===== src/hw/rtl/bpq_pkg.sv =====
// ============================================================================
// bpq_pkg
// Shared constants, codes and types of the bucket priority queue.
// ============================================================================
package bpq_pkg;

  localparam int LEVELS          = 16;
  localparam int PER_LEVEL_DEPTH = 16;
  localparam int VALUE_WIDTH     = 32;

  localparam int LVL_W   = $clog2(LEVELS);
  localparam int SLOT_W  = $clog2(PER_LEVEL_DEPTH);
  localparam int CNT_W   = $clog2(PER_LEVEL_DEPTH + 1);
  localparam int ADDR_W  = LVL_W + SLOT_W;
  localparam int STORE_DEPTH = LEVELS * PER_LEVEL_DEPTH;

  // Fixed field widths of the ports
  localparam int MODE_W   = 2;
  localparam int PRIO_W   = 4;
  localparam int TOTAL_W  = 9;
  localparam int STATUS_W = 2;

  localparam logic [MODE_W-1:0] MODE_ENQ   = 2'd0;
  localparam logic [MODE_W-1:0] MODE_DEQ   = 2'd1;
  localparam logic [MODE_W-1:0] MODE_QUERY = 2'd2;

  typedef enum logic [STATUS_W-1:0] {
    ST_OK    = 2'd0,
    ST_EMPTY = 2'd1,
    ST_FULL  = 2'd2,
    ST_RANGE = 2'd3
  } status_t;

  // Per-cell command from the controller
  typedef struct packed {
    logic enq;   // append at this level
    logic deq;   // broadcast: lowest non-empty level gives up its head
  } bpq_cell_ctrl_t;

  // Lowest non-empty level, rippled from level 0 upward
  typedef struct packed {
    logic              found;
    logic [LVL_W-1:0]  level;
    logic [SLOT_W-1:0] head;
  } bpq_chain_t;

  // Per-cell status toward the controller
  typedef struct packed {
    logic              full;
    logic [SLOT_W-1:0] tail;
  } bpq_cell_stat_t;

endpackage


===== src/hw/rtl/bpq_cell.sv =====
// ============================================================================
// bpq_cell
// One priority level: ring head and fill count, plus one link of the
// lowest-non-empty-level chain.
// ============================================================================
module bpq_cell (
  input  logic                        clk,
  input  logic                        rst,
  input  logic [bpq_pkg::LVL_W-1:0]   lvl,
  input  bpq_pkg::bpq_cell_ctrl_t     ctrl,
  input  bpq_pkg::bpq_chain_t         chain_in,
  output bpq_pkg::bpq_chain_t         chain_out,
  output bpq_pkg::bpq_cell_stat_t     stat
);
  import bpq_pkg::*;

  logic [SLOT_W-1:0] head;
  logic [CNT_W-1:0]  count;
  logic              nonempty;
  logic              full;
  logic              take;

  assign nonempty = (count != '0);
  assign full     = (count == CNT_W'(PER_LEVEL_DEPTH));
  // Only the lowest non-empty level answers a dequeue
  assign take     = ctrl.deq && !chain_in.found && nonempty;

  always_ff @(posedge clk) begin
    if (rst) begin
      head  <= '0;
      count <= '0;
    end else if (ctrl.enq && !full) begin
      count <= count + 1'b1;
    end else if (take) begin
      head  <= head + 1'b1;
      count <= count - 1'b1;
    end
  end

  always_comb begin
    chain_out = chain_in;
    if (!chain_in.found && nonempty) begin
      chain_out.found = 1'b1;
      chain_out.level = lvl;
      chain_out.head  = head;
    end
  end

  assign stat.full = full;
  assign stat.tail = head + count[SLOT_W-1:0];

endmodule


===== config.mk =====
export PLATFORM = sky130hd
export DESIGN_NAME = bpq_cell
export DESIGN_NICKNAME = d
export VERILOG_FILES = /design/src/hw/rtl/bpq_pkg.sv /design/src/hw/rtl/bpq_cell.sv
export SDC_FILE = /design/constraint.sdc
export NUM_CORES = 1
export LEC_CHECK = 0
export BUFFER_PORTS_ARGS = -buffer_cell sky130_fd_sc_hd__buf_4
export CAP_MARGIN = 0
export CORE_MARGIN = 2
export CORE_UTILIZATION = 44
export DETAILED_ROUTE_END_ITERATION = 10
export PLACE_DENSITY = 0.74
export SLEW_MARGIN = 20
export SYNTH_ARGS = -nofsm -noshare
export SYNTH_HDL_FRONTEND = slang
export SYNTH_SLANG_ARGS = --single-unit

===== constraint.sdc =====
create_clock -name clk -period 2 [get_ports clk]
set_input_delay 0.6 -clock clk [delete_from_list [all_inputs] [get_ports clk]]
set_output_delay 0.6 -clock clk [all_outputs]
set_load 0.02 [all_outputs]

=== Word-level counts from Yosys, hierarchy flattened ===
Index checks and enable logic that the tools add are counted.

* $add $sub $neg: 4
* Equal/unequal tests: 1
* Bitwise operators: 1
* Reductions and logical operators: 9
* Multiplexer cells: 3

{| class="wikitable"
|+ Operators by type and width
! operator !! count
|-
| two-way mux 5 bit || 2
|-
| two-way mux 9 bit || 1
|-
| adder 5 x 1 -> 5 bit, second input constant || 1
|-
| equality test 5 bit, second input constant || 1
|-
| nonzero test 5 bit || 1
|-
| subtractor 5 x 1 -> 5 bit, second input constant || 1
|-
| adder 4 x 1 -> 4 bit, second input constant || 1
|-
| adder 4 bit || 1
|-
| logical AND 1 bit || 4
|-
| logical NOT 1 bit || 2
|-
| AND reduction 2 bit || 1
|-
| nonzero test 2 bit || 1
|-
| inverter 1 bit || 1
|}

* Register bits after elaboration: 9
* Input port bits: 17
* Logic and storage cells: 20
* Output and inout port bits: 14

=== Longest topological paths before layout ===
* Word-level depth: 5
* Mapped depth: 8
* Mapped depth without buffers: 8

=== Worst setup path after synthesis ===
OpenSTA, ideal clock, no wires.

* Path type: flip-flop to output port
* Start: register count[2]
* End: output port chain_out[0] (netlist bit)
* Cell stages (with the launch flop): 6
* Arrival time: 1.543 ns
* Slack: -0.143 ns
* Data required time: 1.400 ns
* Path through: dfxtp_1 -> or4_4 -> buf_6 -> nor2_4 -> nor2_4 -> mux2_4

{| class="wikitable"
|+ RTL lines
! what !! line !! source
|-
| start: declaration || bpq_cell.sv:18 || <nowiki>logic [CNT_W-1:0] count;</nowiki>
|-
| start signal: assignment || bpq_cell.sv:33 || <nowiki>count <= count + 1'b1;</nowiki>
|-
| start signal: assignment || bpq_cell.sv:36 || <nowiki>count <= count - 1'b1;</nowiki>
|-
| end: declaration || bpq_cell.sv:12 || <nowiki>output bpq_pkg::bpq_chain_t chain_out,</nowiki>
|}

==> flow_summary.ini <==
[worst_setup_path]
path_class = reg -> out
reg2reg_to = count[3]
reg2reg_depth = 9
slowest_delay_ps = 560
cp_common_cell = nor2_4
cp_slowest_cell = or4_4
r2r_setup_slack_ps = -300
crit_chain = or4_4 -> nor2_4 -> nor2_4 -> mux2_4 -> buf_6
cp_data_required_time_ps = 1400
r2r-start = count[2]
crit_buf_inv = 1
endpoint_kind = primary output
cp.arrival_ps = 1800
start_kind = flop
path_max_fanout = 8
cpLargestDelayFamily = simple AND/OR/NAND/NOR gates

[placement]
place_congestion = 0.913
numPlacedInstances = 166
hpwl_microns = 1930
io_buffer_count = 30
dp_slack_ps = -223
postPlaceCellArea_sq_um = 1290

[run]
maxCapViolCount = 0

[synth]
yosys_warnings = 0
netlist_instances = 93
netlist_area_sq_um = 907
avgSynthCellArea_sq_um = 9.75
synth_fp_nets = 119
ys_types = 37
ys_ff_latch = 9
synthFlopType = dfxtp_1
synth_seq_area_share = 0.199
async_flop_share = 0
synth-edff-count = 0

[global_route]
antenna_found_initial = 0
grt_pass1_wl_microns = 4240
grt_pass1_vias = 904
grtUsageTotal = 0.227
grt_start_max_net_pins = 11
overflow = 0

[route]
drc = 0
via_count = 947
vias_per_cell = 5.38
routed_wl_microns = 2630
avgRoutedWirePerCell_microns = 14.9
dr.pass1.iters = 4
drt-initial-drc-count = 17
ant_nets = 0

[sta]
relSlewSlack = 0.737
fin_skew_ps = 11.3
fmax_mhz = 416
holdWs_ps = 556
setup_viol_count_final = 16
period_share = 1.20
slew_viol_final = 0
fin_crit_ps = 2400
rsz0062_at_grt = true
worstMarginPinSlew_ps = 393
hold_viol_final = 0
fin_tns_setup_ps = -4930
fin_ws_ps = -404

[hold_path]
min_path_cells = 2
min-delay-start = head[3]
min_path_type = reg -> reg
whs_endpoint = head[3]

[clocking]
cts_tree = done
path_clk_slew_ps = 70
cts_hold_buf = 0
cts.htree.levels = 1
cts.sinks = 9
clk_latency_ps = 270
numCtsBuffers = 3
clockBufferDepth = 2
cts_root_buffer = clkbuf_4

[pwr]
peakVddDrop_uv = 972
p_total_mw = 2.31
power.internal_mw = 1.32
p_per_area_nw_per_um2 = 1560
p_switching_mw = 0.992
clockPowerShare = 0.063
seqPwrFrac = 0.133
p_sw_frac = 0.429
leakage_nw = 0.716
power_frac_comb = 0.804

[floorplanning]
rows = 16
die-area_sq_um = 2440
die_x_microns = 49.4
coreArea_sq_um = 1960
die_h_microns = 49.4
io_pins = 31
start_util = 0.462

[layout]
drive_gt1_frac = 0.617
final_area_sq_um = 1480
instances_no_fill = 176
antenna_cells = 0
final_nets = 176
post-route-util = 0.756
syn_to_final_growth_pct = 63.4

[run_status]
status = complete, but fails checks
violations = negative setup slack
-- power groups by stage --
stage	clock, mW	combinational [mW]	sequential, mW
2_1_floorplan	0	0.974	0.345
3_3_place_gp	0	1.53	0.304
3_5_place_dp	0	1.57	0.305
4_1_cts	0.146	1.80	0.299
5_1_grt	0.153	1.99	0.313
6_report	0.146	1.86	0.308
-- what timing repair did --
action                                  CTS  global route
pin swaps                                 4             7
setup buffers                             5             1
endpoints found under the setup margin   16            17
resized for setup                        24             2
-- worst min-delay path, delay by kind of cell, from the launching register on --
kind	cells	cell delay, ps
DFF	1	350
AOI/OAI and AO/OA	2	160
-- placed cells by master (no fill, tap or decap), drive strengths merged, types with 3 or more instances in the layout --
| cell type | Yosys | final |
|---|---|---|
| dfxtp | 9 | 9 |
| mux2 | 9 | 9 |
| buf | 3 | 56 |
| ha | 7 | 7 |
| o211ai | 3 | 3 |
| nand3 | 5 | 5 |
| clkbuf | 1 | 4 |
| a21oi | 8 | 8 |
| nor2 | 7 | 7 |
| inv | 4 | 4 |
| o31ai | 3 | 3 |
| a21o | 3 | 3 |
| xor2 | 4 | 4 |
-- registers in the layout, indices dropped and copies added, names as in the netlist --
signal / cells
count: 5
head: 4
-- cell usage after synthesis (all sizes together) (2+ instances only) --
cell type  instances  share of area
nor2               7          0.054
nand2b             2          0.014
nor3               2          0.017
fa                 2          0.044
or3                2          0.014
o211ai             3          0.030
mux2               9           0.15
o2111ai            2          0.019
xnor2              2          0.019
o31ai              3          0.025
inv                4          0.017
ha                 7          0.097
nor2b              2          0.014
or2                2          0.014
a21o               3          0.025
nand3              5          0.028
a21oi              8          0.044
dfxtp              9           0.20
xor2               4          0.039
buf                3          0.025
-- worst max path at each step --
stage | cells past startpoint | end | start
finish | 5 | chain_out[5] | count[2]
global route | 5 | chain_out[5] | count[2]
CTS | 5 | chain_out[4] | count[2]
detailed placement | 8 | count[3] | count[2]
global placement | 5 | chain_out[2] | count[2]
floorplan | 5 | chain_out[0] | count[2]
-- cell families after synthesis --
family                     share of synthesized area
xor gates and xnor gates                      0.0579
muxes                                          0.149
AOI/OAI and AO/OA                              0.208
DFF                                            0.199
adders and majority gates                      0.141
buffers and inverters                         0.0455
and+or+nand+nor                                0.200
-- routing by layer --
layer,vias to the layer above,wire length [microns],GRT usage
met5,-,0,0
met4,0,17,0.0556
met3,4,137,0.0337
met2,40,1380,0.417
met1,446,1090,0.274
li1,457,-,-
-- area by class of cell --
type,instances,area [sq um]
tap,27,33.8
multi-input combinational,76,748
timing repair buffer,56,473
clock buffer,4,26.3
sequential,9,186
fill,137,479
inverter,4,15.0
(Power assumes the default switching activity.)
